==> src/sv/igf_pkg.sv <==
package igf_pkg;

  localparam int PIX_W        = 8;
  localparam int GRAD_W       = 15;
  localparam int CFG_IDX_W    = 2;
  localparam int CFG_DATA_W   = 16;
  localparam int WIDTH_W      = 11;
  localparam int HEIGHT_W     = 16;
  localparam int LINES_STORED = 4;
  localparam int QUEUE_DEPTH  = 4;

  localparam logic [WIDTH_W-1:0]  WIDTH_RESET  = 11'd640;
  localparam logic [HEIGHT_W-1:0] HEIGHT_RESET = 16'd480;

  typedef enum logic [CFG_IDX_W-1:0] {
    REG_IMAGE_WIDTH  = 2'd0,
    REG_IMAGE_HEIGHT = 2'd1
  } cfg_reg_t;

  typedef enum logic {
    KIND_PIXEL = 1'b0,
    KIND_FLUSH = 1'b1
  } item_kind_t;

  // One classified word handed from the front end to the back end.
  typedef struct packed {
    item_kind_t       kind;
    logic             triple;
    logic             fill;
    logic             emit;
    logic             done;
    logic             use_pix;
    logic [1:0]       wbank;
    logic [4:0][1:0]  rsel;
    logic [PIX_W-1:0] pix;
  } entry_t;

endpackage

==> src/sv/igf_queue.sv <==
module igf_queue #(
  parameter int DW = 32
) (
  input  logic          clk,
  input  logic          rst_n,
  input  logic          push,
  input  logic [DW-1:0] din,
  output logic          full,
  input  logic          pop,
  output logic          valid,
  output logic [DW-1:0] dout
);

  localparam int PW = $clog2(igf_pkg::QUEUE_DEPTH);
  localparam int NW = $clog2(igf_pkg::QUEUE_DEPTH + 1);

  logic [DW-1:0] mem_r [igf_pkg::QUEUE_DEPTH];
  logic [PW-1:0] wp_r;
  logic [PW-1:0] rp_r;
  logic [NW-1:0] cnt_r;
  logic          do_push;
  logic          do_pop;

  assign full    = (cnt_r == NW'(igf_pkg::QUEUE_DEPTH));
  assign valid   = (cnt_r != '0);
  assign dout    = mem_r[rp_r];
  assign do_push = push && !full;
  assign do_pop  = pop && valid;

  always_ff @(posedge clk) begin
    if (do_push) begin
      mem_r[wp_r] <= din;
    end
  end

  always_ff @(posedge clk) begin
    if (!rst_n) begin
      wp_r  <= '0;
      rp_r  <= '0;
      cnt_r <= '0;
    end else begin
      if (do_push) begin
        wp_r <= wp_r + PW'(1);
      end
      if (do_pop) begin
        rp_r <= rp_r + PW'(1);
      end
      if (do_push && !do_pop) begin
        cnt_r <= cnt_r + NW'(1);
      end else if (do_pop && !do_push) begin
        cnt_r <= cnt_r - NW'(1);
      end
    end
  end

endmodule

==> config.mk <==
export PLATFORM = sky130hd
export DESIGN_NAME = igf_queue
export DESIGN_NICKNAME = d
export VERILOG_FILES = /design/src/sv/igf_pkg.sv /design/src/sv/igf_queue.sv
export SDC_FILE = /design/constraint.sdc
export NUM_CORES = 1
export LEC_CHECK = 0
export BUFFER_PORTS_ARGS = -buffer_cell sky130_fd_sc_hd__clkbuf_2
export CELL_PAD_IN_SITES_DETAIL_PLACEMENT = 1
export CELL_PAD_IN_SITES_GLOBAL_PLACEMENT = 1
export CORE_ASPECT_RATIO = 2
export CORE_MARGIN = 1.5
export CORE_UTILIZATION = 40
export DETAILED_ROUTE_END_ITERATION = 6
export GPL_ROUTABILITY_DRIVEN = 0
export PLACE_DENSITY = 0.65
export SLEW_MARGIN = 5
export SYNTH_ARGS = -nofsm -noshare
export SYNTH_HDL_FRONTEND = slang
export SYNTH_SLANG_ARGS = --single-unit
==> constraint.sdc <==
create_clock -name clk -period 4.7 [get_ports clk]
set_clock_uncertainty 0.2 [all_clocks]
set_input_delay 0.47 -clock clk [delete_from_list [all_inputs] [get_ports clk]]
set_output_delay 0.47 -clock clk [all_outputs]
set_load 0.01 [all_outputs]
== Yosys cells after proc, flatten, opt, wreduce, memory -nomap -nowiden ==
Memory sizes are Yosys's and may differ from the RTL's. A register that Yosys moved wholly into a read port is not among the register bits.
Cells that the tools add are included.
Word-level totals
  bits in registers: 7
  bits in writable memories: 128
  input port bits: 36
  output and inout bits: 34
  logic and storage cells: 24
  memories kept: 1
Memory list
  mem_r: words 4, bits a word 32, read ports 1, clocked after memory_dff 1, wr ports 1, line igf_queue.sv:17  | logic [DW-1:0] mem_r [igf_pkg::QUEUE_DEPTH];
Operators by class
  $add $sub $neg: 4
  equality and inequality tests: 1
  muxes and demuxes: 6
  reduce and logical (&&, ||, !) cells: 9
Operators by type and width (number)
  two-way mux 3 bit: 2
  adder 2 x 1 -> 2 bit (second input constant): 2
  logical AND 1 bit: 4
  two-way mux 2 bit: 2
  adder 3 x 1 -> 3 bit (second input constant): 1
  == test 3 bit (second input constant): 1
  zero test 1 bit: 3
  nonzero test 3 bit: 1
  subtractor 3 x 1 -> 3 bit (second input constant): 1
  two-way mux 1 bit: 2
  nonzero test 2 bit: 1

== Longest topological paths before layout ==
  word-level depth: 7
  gate-level depth with buffers: 9
  mapped depth without buffers: 8

== Least setup slack after synthesis ==
OpenSTA, ideal clock, no wires.
  path type: register to register
  start: register cnt_r[0]
  end: register cnt_r[2]
  library setup time: 76 ps
  arrival: 1970 ps
  data required time: 4424 ps
  path slack: 2455 ps
  cell stages (with the launch flop): 10
  path buffers: 1
  clock period less this slack: 2245 ps
  cells stage by stage: dfxtp_1 > nor3b_2 > nor2b_1 > buf_6 > ha_1 > inv_1 > fa_1 > xor2_1 > or3_1 > a21boi_0
Between the ends
  longest elaborated chain between the ends: 6
  elaborated cells on any way between the ends: 14
  classes of those cells: 2 x add/sub; 1 x eq/ne; 2 x mux; 9 x reduce/logical
Ends and longest elaborated chain
  start: declaration: line igf_queue.sv:20  | logic [NW-1:0] cnt_r;
  start signal: assignment: line igf_queue.sv:49  | cnt_r <= cnt_r + NW'(1);
  start signal: assignment: line igf_queue.sv:51  | cnt_r <= cnt_r - NW'(1);
  == test 3 bit *: line igf_queue.sv:24  | assign full = (cnt_r == NW'(igf_pkg::QUEUE_DEPTH));
  net full: line igf_queue.sv:8  | output logic full,
  zero test 1 bit *: line igf_queue.sv:27  | assign do_push = push && !full;
  logical AND 1 bit *: line igf_queue.sv:27
  net do_push: line igf_queue.sv:21  | logic do_push;
  zero test 1 bit: line igf_queue.sv:50  | end else if (do_pop && !do_push) begin
  logical AND 1 bit: line igf_queue.sv:50
  nonzero test 2 bit (no line)
Mark *: on every way through the listed nets, which the timed path passes. The rest lies on a longest branch. The select of a mux whose other input is x is not followed.
A chain may end at the register's enable or synchronous reset.

==> results_dict.tcl <==
set metrics [dict create \
    status "finished, final reports clean" \
    syn_inst 215 \
    numPortBuffers 69 \
    core_um2 12600 \
    holdWs_ps 86.3 \
    final_cell_count_no_fill 458 \
    drt_iter0_markers 128 \
    dp_cells 426 \
    path_cells "buf_4 > mux4_2 > clkbuf_2" \
    cts_setup_buffers 0 \
    layout.nets 337 \
    path_delay_family "flip-flops" \
    cp_num_cells 3 \
    diodes 0 \
    cp_max_fo 24 \
    grt_pass1_vias 2635 \
    r2r_setup_slack_ps 2110 \
    clockBufferDepth 2 \
    ys_ff_latch 137 \
    grt-ovfl-total 0 \
    viasPerCell 5.08 \
    cp.required_ps 4030 \
    start_util_pct 41.0 \
    p_int_mw 2.80 \
    cts_tree "built" \
    yosys-top-cells-count "edfxtp_1 (128), mux4_2 (30), dfxtp_1 (9)" \
    max_clock_freq_mhz 332 \
    setup_viol_count_final 0 \
    antenna_left 0 \
    clk_latency_ps 400 \
    clock_power_share_pct 38.6 \
    post-route-min-period_ps 3010 \
    ioPinCount 70 \
    netlist_area_um2 5150 \
    grt_pass1_wl_um 14400 \
    ys_top_cells_by_area "edfxtp_1 (75%), mux4_2 (13%), dfxtp_1 (3.5%), ha_1 (1.2%), buf_12 (1.2%)" \
    die_h_um 163 \
    cts-resized-gates 0 \
    place_worst_setup_slack_ps 1980 \
    end_kind "output pin" \
    die_width_um 83.2 \
    postLayoutSetupSlackWorst_ps 1690 \
    r2r_start "cnt_r[0]" \
    synthDistinctLibCells 23 \
    worst_path_max_delay_cell "dfxtp_2" \
    antenna_found_initial 0 \
    cap_violations 0 \
    p_sw_share_pct 24.9 \
    cts_made_buffers 17 \
    synthFlopType "edfxtp_1" \
    seqPwrFrac_pct 43.2 \
    cts_root_buf "clkbuf_16" \
    path_buf_inv 2 \
    dieArea_um2 13600 \
    path_class "reg2out" \
    hp-class "in2reg" \
    cts_sinks 137 \
    synthArstFlopShare_pct 0 \
    ir_drop_uv 310 \
    ctsHoldBuffers 0 \
    avgSynthCellArea_um2 23.9 \
    switchingPower_mw 0.925 \
    period_share_pct 64.0 \
    start_kind "flip-flop" \
    grt_use_total_pct 14.5 \
    p_leak_nw 2.16 \
    hold_viol 0 \
    yosysWarnings 0 \
    vias 2326 \
    drv_slew 0 \
    power.total_mw 3.72 \
    dp_hpwl_um 5480 \
    rows 58 \
    rsz0062_at_grt "false" \
    wl_per_cell_um 19.7 \
    path_clk_slew_ps 60 \
    fillers 1152 \
    arrival_ps 2340 \
    synth_most_common_cell "edfxtp_1" \
    crit_path_max_incr_delay_ps 890 \
    firstDrtPassIters 4 \
    yosysSeqAreaShare_pct 78.2 \
    h-tree-depth 4 \
    post-synth-top-area-cell "edfxtp_1" \
    crit_end "dout[1]" \
    grt_max_degree 33 \
    area_growth_pct 21.3 \
    drt-total-wl_um 9020 \
    power.density_nw_per_um2 596 \
    synth_top_area_share_pct 74.7 \
    synth_edf_count 128 \
    timing.rr.end "cnt_r[2]" \
    comb_power_share_pct 18.1 \
    finalSetupTns_ps 0 \
    max_slew_margin_pct 38.6 \
    ff2ff_path_depth 8 \
    syn_nets 257 \
    drc 0 \
    worst_slew_pin_slew_ps 921 \
    drive_gt1_share_pct 44.8 \
]
[final cells by class]
class	instances	area, µm²	share of cell area [%]
clock inverters	14	221	3.55
inverters	3	11.3	0.180
multi-input cells	66	1020	16.3
well taps	150	188	3.00
flip-flops and latches	137	4030	64.5
repair buffers	70	353	5.65
clock buffers	18	429	6.87
[kinds of logic after synthesis]
logic type | Yosys count | synth area share (%)
buf+inv | 12 | 2.19
flops | 137 | 78.2
simple gates | 17 | 1.99
fa+ha+maj | 6 | 1.60
mux | 35 | 14.7
compound gates | 4 | 0.656
xor+xnor | 4 | 0.681
[metrics by stage]
stage          cell area [µm²]  util (%)
5_1_grt                   6250      49.8
3_3_place_gp              5600      44.6
6_report                  6250      49.8
2_1_floorplan             5150         -
3_5_place_dp              5600      44.6
4_1_cts                   6250      49.8
[cells in the final DEF, fill, tap and decap left out, types with 2 or more instances in the layout]
cell type	n
edfxtp_1	128
clkbuf_2	69
mux4_2	30
clkbuf_16	17
dfxtp_1	7
ha_1	5
bufinv_16	5
and2_2	4
and2_1	4
nand2_1	4
clkinv_4	4
inv_1	3
xnor2_1	3
mux2i_1	3
nor2b_1	2
or3_1	2
mux4_1	2
dfxtp_2	2
inv_6	2
clkinvlp_4	2
[registers in the layout (all words and copies together), names as in the netlist, named ones only]
signal  cells
mem_r     128
rp_r        2
wp_r        2
cnt_r       3
[per-layer routing]
metal | up-vias | part of all wire, % | track usage [%]
met4 | 0 | 2.1 | 6.59
li1 | 1052 | - | -
met2 | 49 | 57 | 26.5
met5 | - | 0 | 0
met3 | 15 | 3.4 | 3.94
met1 | 1210 | 38 | 15.5
[worst min path at each step]
stage               slack (ps)  cells after the start           end  startpoint
finish                      90                      1  mem_r[3][25]     din[25]
global route                70                      1  mem_r[3][25]     din[25]
CTS                         70                      1  mem_r[2][20]     din[20]
detailed placement         300                      2       wp_r[0]     wp_r[0]
global placement           280                      2       wp_r[0]     wp_r[0]
floorplan                  270                      2       wp_r[1]     wp_r[1]
[power by group through the flow]
| stage | sequential (mW) | combinational (mW) | clock (mW) |
|---|---|---|---|
| after floorplan | 1.55 | 0.570 | 0 |
| after global placement | 1.64 | 0.691 | 0 |
| after detailed placement | 1.65 | 0.697 | 0 |
| after CTS | 1.62 | 0.697 | 1.47 |
| after global routing | 1.64 | 0.740 | 1.51 |
| final | 1.61 | 0.675 | 1.44 |
(Power assumes the default switching activity.)
