--- src/sv/igf_pkg.sv ---
package igf_pkg;

  localparam int PIX_W        = 8;
  localparam int GRAD_W       = 15;
  localparam int CFG_IDX_W    = 2;
  localparam int CFG_DATA_W   = 16;
  localparam int WIDTH_W      = 11;
  localparam int HEIGHT_W     = 16;
  localparam int LINES_STORED = 4;
  localparam int QUEUE_DEPTH  = 4;

  localparam logic [WIDTH_W-1:0]  WIDTH_RESET  = 11'd640;
  localparam logic [HEIGHT_W-1:0] HEIGHT_RESET = 16'd480;

  typedef enum logic [CFG_IDX_W-1:0] {
    REG_IMAGE_WIDTH  = 2'd0,
    REG_IMAGE_HEIGHT = 2'd1
  } cfg_reg_t;

  typedef enum logic {
    KIND_PIXEL = 1'b0,
    KIND_FLUSH = 1'b1
  } item_kind_t;

  // One classified word handed from the front end to the back end.
  typedef struct packed {
    item_kind_t       kind;
    logic             triple;
    logic             fill;
    logic             emit;
    logic             done;
    logic             use_pix;
    logic [1:0]       wbank;
    logic [4:0][1:0]  rsel;
    logic [PIX_W-1:0] pix;
  } entry_t;

endpackage

--- src/sv/igf_if.sv ---
interface igf_pix_if;
  logic                         valid;
  logic                         ready;
  logic [igf_pkg::PIX_W-1:0]    pixel;
  logic                         flush;

  modport source (output valid, output pixel, output flush, input ready);
  modport sink (input valid, input pixel, input flush, output ready);
endinterface


interface igf_cfg_if;
  logic                             valid;
  logic                             ready;
  logic [igf_pkg::CFG_IDX_W-1:0]    index;
  logic [igf_pkg::CFG_DATA_W-1:0]   data;

  modport source (output valid, output index, output data, input ready);
  modport sink (input valid, input index, input data, output ready);
endinterface

--- src/sv/igf_front.sv ---
module igf_front #(
  parameter int MAX_WIDTH = 1024,
  parameter int AW        = 10
) (
  input  logic             clk,
  input  logic             rst_n,
  igf_pix_if.sink          in_if,
  igf_cfg_if.sink          cfg_if,
  input  logic             q_full,
  output logic             q_push,
  output igf_pkg::entry_t  q_entry,
  output logic [AW-1:0]    q_addr
);

  localparam int CW   = (AW > igf_pkg::WIDTH_W) ? AW : igf_pkg::WIDTH_W;
  localparam int WMAX = (MAX_WIDTH < 2047) ? MAX_WIDTH : 2047;

  logic [igf_pkg::WIDTH_W-1:0]  width_r;
  logic [igf_pkg::HEIGHT_W-1:0] height_r;
  logic [igf_pkg::HEIGHT_W-1:0] in_row_r;
  logic [AW-1:0]                in_col_r;
  logic                         pend_r;
  logic                         frow_r;
  logic [AW-1:0]                fcol_r;

  logic                         acc;
  logic                         pix_go;
  logic                         flush_go;
  logic [CW-1:0]                wlast;
  logic                         col_last;
  logic                         row_last;
  logic                         fcol_last;
  logic [CW-1:0]                fahead;
  logic [CW-1:0]                faddr;
  logic [1:0]                   hm;
  logic [igf_pkg::WIDTH_W-1:0]  wr_width;
  logic [igf_pkg::HEIGHT_W-1:0] wr_height;
  igf_pkg::entry_t              pix_e;
  igf_pkg::entry_t              fl_e;

  assign in_if.ready  = !q_full;
  assign cfg_if.ready = 1'b1;

  assign acc      = in_if.valid && in_if.ready;
  assign pix_go   = acc && !in_if.flush && !pend_r;
  assign flush_go = acc && in_if.flush && pend_r;
  assign q_push   = pix_go || flush_go;

  assign wlast     = CW'(width_r) - CW'(1);
  assign col_last  = (CW'(in_col_r) == wlast);
  assign row_last  = (in_row_r == height_r - 16'd1);
  assign fcol_last = (CW'(fcol_r) == wlast);
  assign fahead    = CW'(fcol_r) + CW'(2);
  assign faddr     = (fahead > wlast) ? wlast : fahead;
  assign hm        = height_r[1:0];

  always_comb begin
    pix_e         = '0;
    pix_e.kind    = igf_pkg::KIND_PIXEL;
    pix_e.emit    = (in_row_r >= 16'd2) && (in_col_r >= AW'(2));
    pix_e.triple  = pix_e.emit && col_last;
    pix_e.fill    = (in_col_r == '0);
    pix_e.done    = 1'b0;
    pix_e.use_pix = 1'b1;
    pix_e.wbank   = in_row_r[1:0];
    pix_e.pix     = in_if.pixel;
    for (int i = 0; i < 4; i++) begin
      pix_e.rsel[i] = (in_row_r < 16'(4 - i)) ? 2'd0 : in_row_r[1:0] + 2'(i);
    end
    pix_e.rsel[4] = 2'd0;
  end

  always_comb begin
    fl_e         = '0;
    fl_e.kind    = igf_pkg::KIND_FLUSH;
    fl_e.triple  = (fcol_r == '0);
    fl_e.fill    = (fcol_r == '0);
    fl_e.emit    = 1'b1;
    fl_e.done    = frow_r && fcol_last;
    fl_e.use_pix = 1'b0;
    fl_e.wbank   = 2'd0;
    fl_e.pix     = '0;
    if (frow_r) begin
      fl_e.rsel[0] = hm - 2'd3;
      fl_e.rsel[1] = hm - 2'd2;
      fl_e.rsel[2] = hm - 2'd1;
      fl_e.rsel[3] = hm - 2'd1;
      fl_e.rsel[4] = hm - 2'd1;
    end else begin
      fl_e.rsel[0] = (height_r == 16'd3) ? 2'd0 : hm;
      fl_e.rsel[1] = hm - 2'd3;
      fl_e.rsel[2] = hm - 2'd2;
      fl_e.rsel[3] = hm - 2'd1;
      fl_e.rsel[4] = hm - 2'd1;
    end
  end

  assign q_entry = in_if.flush ? fl_e : pix_e;
  assign q_addr  = in_if.flush ? ((fcol_r == '0) ? '0 : faddr[AW-1:0]) : in_col_r;

  always_comb begin
    wr_width = cfg_if.data[igf_pkg::WIDTH_W-1:0];
    if (wr_width < 11'd3) begin
      wr_width = 11'd3;
    end else if (wr_width > 11'(WMAX)) begin
      wr_width = 11'(WMAX);
    end
    wr_height = cfg_if.data[igf_pkg::HEIGHT_W-1:0];
    if (wr_height < 16'd3) begin
      wr_height = 16'd3;
    end
  end

  always_ff @(posedge clk) begin
    if (!rst_n) begin
      width_r  <= igf_pkg::WIDTH_RESET;
      height_r <= igf_pkg::HEIGHT_RESET;
      in_row_r <= '0;
      in_col_r <= '0;
      pend_r   <= 1'b0;
      frow_r   <= 1'b0;
      fcol_r   <= '0;
    end else if (cfg_if.valid) begin
      unique case (cfg_if.index)
        igf_pkg::REG_IMAGE_WIDTH: begin
          width_r <= wr_width;
        end
        igf_pkg::REG_IMAGE_HEIGHT: begin
          height_r <= wr_height;
        end
        default: begin
        end
      endcase
      if (cfg_if.index == igf_pkg::REG_IMAGE_WIDTH ||
          cfg_if.index == igf_pkg::REG_IMAGE_HEIGHT) begin
        in_row_r <= '0;
        in_col_r <= '0;
        pend_r   <= 1'b0;
        frow_r   <= 1'b0;
        fcol_r   <= '0;
      end
    end else if (pix_go) begin
      if (col_last) begin
        in_col_r <= '0;
        if (row_last) begin
          in_row_r <= '0;
          pend_r   <= 1'b1;
        end else begin
          in_row_r <= in_row_r + 16'd1;
        end
      end else begin
        in_col_r <= in_col_r + AW'(1);
      end
    end else if (flush_go) begin
      if (fcol_last) begin
        fcol_r <= '0;
        if (frow_r) begin
          frow_r <= 1'b0;
          pend_r <= 1'b0;
        end else begin
          frow_r <= 1'b1;
        end
      end else begin
        fcol_r <= fcol_r + AW'(1);
      end
    end
  end

endmodule

--- src/flat_wrapper.sv ---
// flat-port wrapper written by rule: the top's interface ports become plain ports
module igf_front_flat 
#(
  parameter int MAX_WIDTH = 1024,
  parameter int AW        = 10
)
  (clk, rst_n, q_full, q_push, q_entry, q_addr, in_if_valid, in_if_pixel, in_if_flush, in_if_ready, cfg_if_valid, cfg_if_index, cfg_if_data, cfg_if_ready);
  igf_pix_if in_if_i ();
  igf_cfg_if cfg_if_i ();
  input  logic clk;
  input  logic rst_n;
  input  logic q_full;
  output logic q_push;
  output igf_pkg::entry_t q_entry;
  output logic [AW-1:0] q_addr;
  input wire logic [$bits(in_if_i.valid)-1:0] in_if_valid;
  input wire logic [$bits(in_if_i.pixel)-1:0] in_if_pixel;
  input wire logic [$bits(in_if_i.flush)-1:0] in_if_flush;
  output wire logic [$bits(in_if_i.ready)-1:0] in_if_ready;
  input wire logic [$bits(cfg_if_i.valid)-1:0] cfg_if_valid;
  input wire logic [$bits(cfg_if_i.index)-1:0] cfg_if_index;
  input wire logic [$bits(cfg_if_i.data)-1:0] cfg_if_data;
  output wire logic [$bits(cfg_if_i.ready)-1:0] cfg_if_ready;
  assign in_if_i.valid = in_if_valid;
  assign in_if_i.pixel = in_if_pixel;
  assign in_if_i.flush = in_if_flush;
  assign in_if_ready = in_if_i.ready;
  assign cfg_if_i.valid = cfg_if_valid;
  assign cfg_if_i.index = cfg_if_index;
  assign cfg_if_i.data = cfg_if_data;
  assign cfg_if_ready = cfg_if_i.ready;
  igf_front #(.MAX_WIDTH(MAX_WIDTH), .AW(AW)) u_core (.clk(clk), .rst_n(rst_n), .in_if(in_if_i), .cfg_if(cfg_if_i), .q_full(q_full), .q_push(q_push), .q_entry(q_entry), .q_addr(q_addr));
endmodule
--- config.mk ---
export PLATFORM = sky130hd
export DESIGN_NAME = igf_front_flat
export DESIGN_NICKNAME = d
export VERILOG_FILES = /design/src/sv/igf_pkg.sv /design/src/sv/igf_if.sv /design/src/sv/igf_front.sv /design/src/flat_wrapper.sv
export SDC_FILE = /design/constraint.sdc
export NUM_CORES = 1
export LEC_CHECK = 0
export ABC_CLOCK_PERIOD_IN_PS = 7600
export BUFFER_PORTS_ARGS = -buffer_cell sky130_fd_sc_hd__buf_2
export CAP_MARGIN = 20
export CORE_MARGIN = 5
export CORE_UTILIZATION = 53
export CTS_CLUSTER_DIAMETER = 200
export CTS_CLUSTER_SIZE = 14
export DETAILED_ROUTE_END_ITERATION = 10
export HOLD_SLACK_MARGIN = 0.1
export PLACE_DENSITY_LB_ADDON = 0.05
export SLEW_MARGIN = 40
export SYNTH_ARGS = -nofsm -noshare
export SYNTH_HDL_FRONTEND = slang
export SYNTH_SLANG_ARGS = --single-unit
--- constraint.sdc ---
create_clock -name clk -period 7.6 [get_ports clk]
set_clock_uncertainty 0.1 [all_clocks]
set_input_delay 1.14 -clock clk [delete_from_list [all_inputs] [get_ports clk]]
set_output_delay 1.14 -clock clk [all_outputs]
set_load 0.01 [all_outputs]
* After elaboration in Yosys (flattened, before gate mapping)
Cells that the tools add are included.
W data, S select, Z words.
** Storage, ports and cells
- Register bits after elaboration :: 65
- Bits of input ports :: 32
- Output and inout bits :: 39
- Word-level logic and storage cells :: 107
** Operators by class
- Add/subtract/negate cells :: 12
- Order comparisons :: 10
- Equality and inequality tests :: 9
- Muxes and demuxes :: 39
- Reductions and logical operators :: 30
** Operator list (number)
- $mux W10 :: 11
- $mux W16 :: 6
- $lt A16 B2 Y1 const B :: 3
- $mux W26 :: 1
- $eq A10 B11 Y1 :: 2
- $mux W11 :: 2
- $add A10 B1 Y10 const B :: 2
- $logic_not A10 Y1 :: 2
- $add A16 B1 Y16 const B :: 1
- $eq A16 B16 Y1 :: 1
- $eq A16 B2 Y1 const B :: 1
- $ge A16 B2 Y1 const B :: 1
- $lt A16 B1 Y1 const B :: 1
- $lt A16 B3 Y1 const B :: 1
- $sub A16 B1 Y16 const B :: 1
- $mux W1 :: 13
- $add A10 B2 Y11 const B :: 1
- $gt A11 B11 Y1 :: 1
- $gt A11 B11 Y1 const B :: 1
- $lt A11 B2 Y1 const B :: 1
- $sub A11 B1 Y11 const B :: 1
- $ge A10 B2 Y1 const B :: 1
- $mux W2 :: 5
- $reduce_bool A3 Y1 :: 3
- 18 further kinds :: 37

* Longest topological paths before layout
- Word-level depth :: 7
- Mapped depth :: 15
- Gate-level depth less buffers :: 14

* Worst setup path before layout
No wires, ideal clock.
- Path kind :: reg-to-output
- Start point :: register u_core.width_r[0] (netlist name)
- End point :: output port q_addr[1]
- Arrival time :: 3424 ps
- Data required time :: 6360 ps
- Setup slack :: 2936 ps
- Stages on the path, launching flop included :: 15
- Path buffers :: 1
- Path through :: dfxtp_1 inv_1 ha_1 or4b_1 nor4_4 xor2_1 inv_1 ha_1 nand4_1 nor4_1 a21oi_1 o21ai_0 buf_1 mux2_2 o22ai_1
** Between the ends
- Word-level cells in the longest chain between the ends :: 5
** RTL lines
- start: declaration :: RTL line igf_front.sv:18 : logic [igf_pkg::WIDTH_W-1:0] width_r;
- start signal: assignment :: RTL line igf_front.sv:116 : width_r <= igf_pkg::WIDTH_RESET;
- start signal: assignment :: RTL line igf_front.sv:126 : width_r <= wr_width;
- $sub A11 B1 Y11 (*) :: RTL line igf_front.sv:49 : assign wlast = CW'(width_r) - CW'(1);
- $gt A11 B11 Y1 :: RTL line igf_front.sv:54 : assign faddr = (fahead > wlast) ? wlast : fahead;
- $mux W10 (*) :: RTL line igf_front.sv:54
- $mux W10 (*) (2 in series) :: RTL line igf_front.sv:99 : assign q_addr = in_if.flush ? ((fcol_r == '0) ? '0 : faddr[AW-1:0]) : in_col_r;
- end: declaration :: RTL line flat_wrapper.sv:15 : output logic [AW-1:0] q_addr;
Every way passes the cells marked *; elsewhere a longest branch is shown, timed or not.

* Worst setup path after layout
- Start point :: register u_core.width_r[0] (netlist name)
- End point :: output port q_addr[0]
The elaborated chain is that of the path after synthesis.

==> reports/metrics.csv <==
stage,metric,value,unit
status,run_status,finished clean,
clock_network,cts_root_buf,clkbuf_8,
flow_run,drv_cap,0,
worst_setup_path,worstSetupPathType,flop to primary output,
sta,setup_tns,0,ns
synthesis,synth_warnings,0,
routing,wl_per_cell,18.28,microns
placed_design,gp_congestion,0.9967,
cells_and_area,layout.nets,760,
synthesis,synth.distinct_cells,68,
worst_setup_path,end_kind,primary output,
sta,slew_headroom,50.48,%
hold_path,worstHoldStart,u_core.height_r[14],
synthesis,async_reset_ff_share,0,%
grt,top_usage_layer,met2,
grt,grt_pass1_wl,24900,microns
routing,routed_wl,15430,microns
routing,drtIter0Drc,340,
sta,worst_pin_slew,0.7428,ns
sta,setup_viol,0,
pwr,power_density,138.4,nW/um^2
sta,finalHoldViolCount,0,
clock_network,cts_tree,yes,
grt,grt_max_degree,43,
routing,drt-pass1-iter-count,4,
synthesis,syn_nets,721,
worst_setup_path,worst-path-max-fanout,9,
cells_and_area,syn2layout_area_growth,10.81,%
worst_setup_path,r2r_start,u_core.width_r[5],
clock_network,cts_buffers,9,
synthesis,synthCells,667,
cells_and_area,instances_no_fill,844,
floorplanning,die_y,109.0,microns
pwr,total_power,796.7,uW
synthesis,synth_most_common_cell,nand2_1,
placed_design,port_buffers,69,
synthesis,synth.largest_area_cell,dfxtp_1,
routing,via_per_inst,5.992,
clock_network,cts-resized-gates,0,
worst_setup_path,worstPathCellList,"inv_1, ha_1, or4b_1, nor4_4, xor2_1, inv_1, ha_1, nand4_1, nor4_1, a21oi_1, o21ai_0, buf_4, mux2i_1, o22ai_1, buf_2",
hold_path,hold_end,u_core.height_r[14],
floorplanning,die_area,11880,sq um
worst_setup_path,startpoint_type,flop,
synthesis,post_synth.cell_area_avg,7.789,sq um
placed_design,dp_cells,828,
floorplanning,rows,36,
hold_path,hold_path.class,flop to flop,
synthesis,ys_seq_elements,65,
worst_setup_path,critical_path.startpoint,u_core.width_r[0],
cells_and_area,antenna_cells,0,
routing,dr_total_vias,5057,
hold_path,hold_path_depth,2,
sta,drv_slew,0,
synthesis,synthTopCellsByCount,"nand2_1, dfxtp_1, nor2_1",
pwr,max-vdd-ir-drop,0.00008817,V
grt,grt_antenna_before_repair,0,
grt,grt_pass1_vias,4937,
synthesis,syn_area,5195,sq um
grt,grtUsageTotal,26.78,%
worst_setup_path,reg2reg_depth,7,
clock_network,cts_buffer_depth,2,
clock_network,postCtsHoldBufs,0,
floorplanning,ios,71,
sta,rsz0062_at_grt,false,
clock_network,cts_sinks,65,
routing,ant_nets,0,
floorplanning,core_area,9684,sq um
worst_setup_path,reg2reg_slack,3.87,ns
floorplanning,start_util,53.64,%
clock_network,cts.clk_slew.worst_paths,0.07,ns
worst_setup_path,cpPeakStageDelay,0.52,ns
grt,use_met2,45.92,%
clock_network,cts_setup_buffers,0,
grt,met1_usage,33.38,%
worst_setup_path,worst_ep_required_time,6.36,ns
worst_setup_path,crit_path_top_delay_cell,or4b_1,
grt,grtUsageMet3,4.381,%
sta,fin_crit,5.087,ns
sta,post-route-period-util,66.94,%
worst_setup_path,cp.arrival,3.85,ns
routing,drc,0,
synthesis,synth_top_area_share,25.05,%
cells_and_area,layout-drive-gt1-share,15.61,%
placed_design,dp_hpwl,11830,microns
pwr,leakagePower,2.310,nW
synthesis,synth_flop_cell,dfxtp_1,
synthesis,yosysSeqAreaShare,25.05,%
worst_setup_path,rr_endpoint,u_core.in_row_r[2],
sta,max_freq,196.6,MHz
floorplanning,die_x,109.0,microns
grt,grt_overflow,0,
clock_network,cts_max_level,3,
synthesis,synth_area_leaders,"dfxtp_1, xnor2_1, nand2_1, ha_1, xor2_1",
clock_network,worst_skew_pair.late_latency,0.35,ns
synthesis,synth_edf_count,0,
## layout by cell type, fill, tap and decap left out, types with 11 or more instances in the layout
| cell | count |
|---|---|
| nand2_1 | 79 |
| buf_2 | 69 |
| dfxtp_1 | 65 |
| nor2_1 | 43 |
| inv_1 | 41 |
| xnor2_1 | 38 |
| nor3_1 | 33 |
| xor2_1 | 25 |
| nand3_1 | 23 |
| ha_1 | 22 |
| nor4_1 | 20 |
| a21oi_1 | 19 |
| nand4_1 | 17 |
| o21ai_0 | 16 |
| nor2b_1 | 15 |
| o22ai_1 | 14 |
| or4_1 | 12 |
| mux2i_1 | 11 |
## cell type report
cell class	count	area (sq um)
Inverter	43	161.4
Sequential cell	65	1301
Clock inverter	5	55.05
Clock buffer	11	141.4
Multi-Input combinational cell	515	3563
Fill cell	926	3928
Timing Repair Buffer	72	367.9
Tap cell	133	166.4
## flip-flops by register name, summed over array words and instances (netlist names)
name and count:
u_core.fcol_r 10, u_core.frow_r 1, u_core.height_r 16, u_core.in_col_r 10
u_core.in_row_r 16, u_core.pend_r 1, u_core.width_r 11
## worst max-delay path, delay by kind of cell (launching register included)
| kind | cells | cell delay, ns |
|---|---|---|
| compound gates | 3 | 0.29 |
| mux | 1 | 0.22 |
| flops | 1 | 0.35 |
| simple gates | 4 | 1.20 |
| fa+ha+maj | 2 | 0.54 |
| buf+inv | 4 | 0.67 |
| xor+xnor | 1 | 0.24 |
## metal layers
layer | vias to the layer above | wire length [microns] | part of all wire [%]
met4 | 0 | 476 | 3.1
met3 | 37 | 731 | 4.7
met1 | 2406 | 6585 | 43
met2 | 131 | 7634 | 49
met5 | - | 0 | 0
li1 | 2483 | - | -
## power breakdown
group          leakage (nW)  internal [mW]  switching (mW)  total [mW]
registers             0.526          0.346          0.0124       0.359
clock network        0.0953          0.159           0.145       0.305
logic                  1.69         0.0523          0.0811       0.133
total                  2.31          0.558           0.239       0.797
## through the flow
step	cell area (sq um)	worst slack, ns	hold slack, ns	utilization [%]
final	5757	2.513	0.3962	59.44
after global placement	5552	2.978	0.3834	57.33
after detailed placement	5560	2.913	0.3850	57.42
after floorplan	5195	2.936	0.3570	-
after CTS	5757	2.512	0.3961	59.44
after global routing	5757	2.162	0.4191	59.44
## cells by family after synthesis
kind of cell    count (synthesis)  synth area share, %
simple gates                  288                28.88
compound gates                122                18.26
buf+inv                        87                6.623
xor+xnor                       69                13.27
flops                          65                25.05
fa+ha+maj                      22                5.299
mux                            13                2.553
other cells                     1              0.07219
## worst max-delay path by stage
stage,to,depth (start not counted)
after floorplan,q_addr[1],14
after global placement,q_addr[0],15
after detailed placement,q_addr[0],16
after CTS,q_addr[0],16
after global routing,q_addr[0],16
final,q_addr[0],15
(Power assumes the default switching activity.)
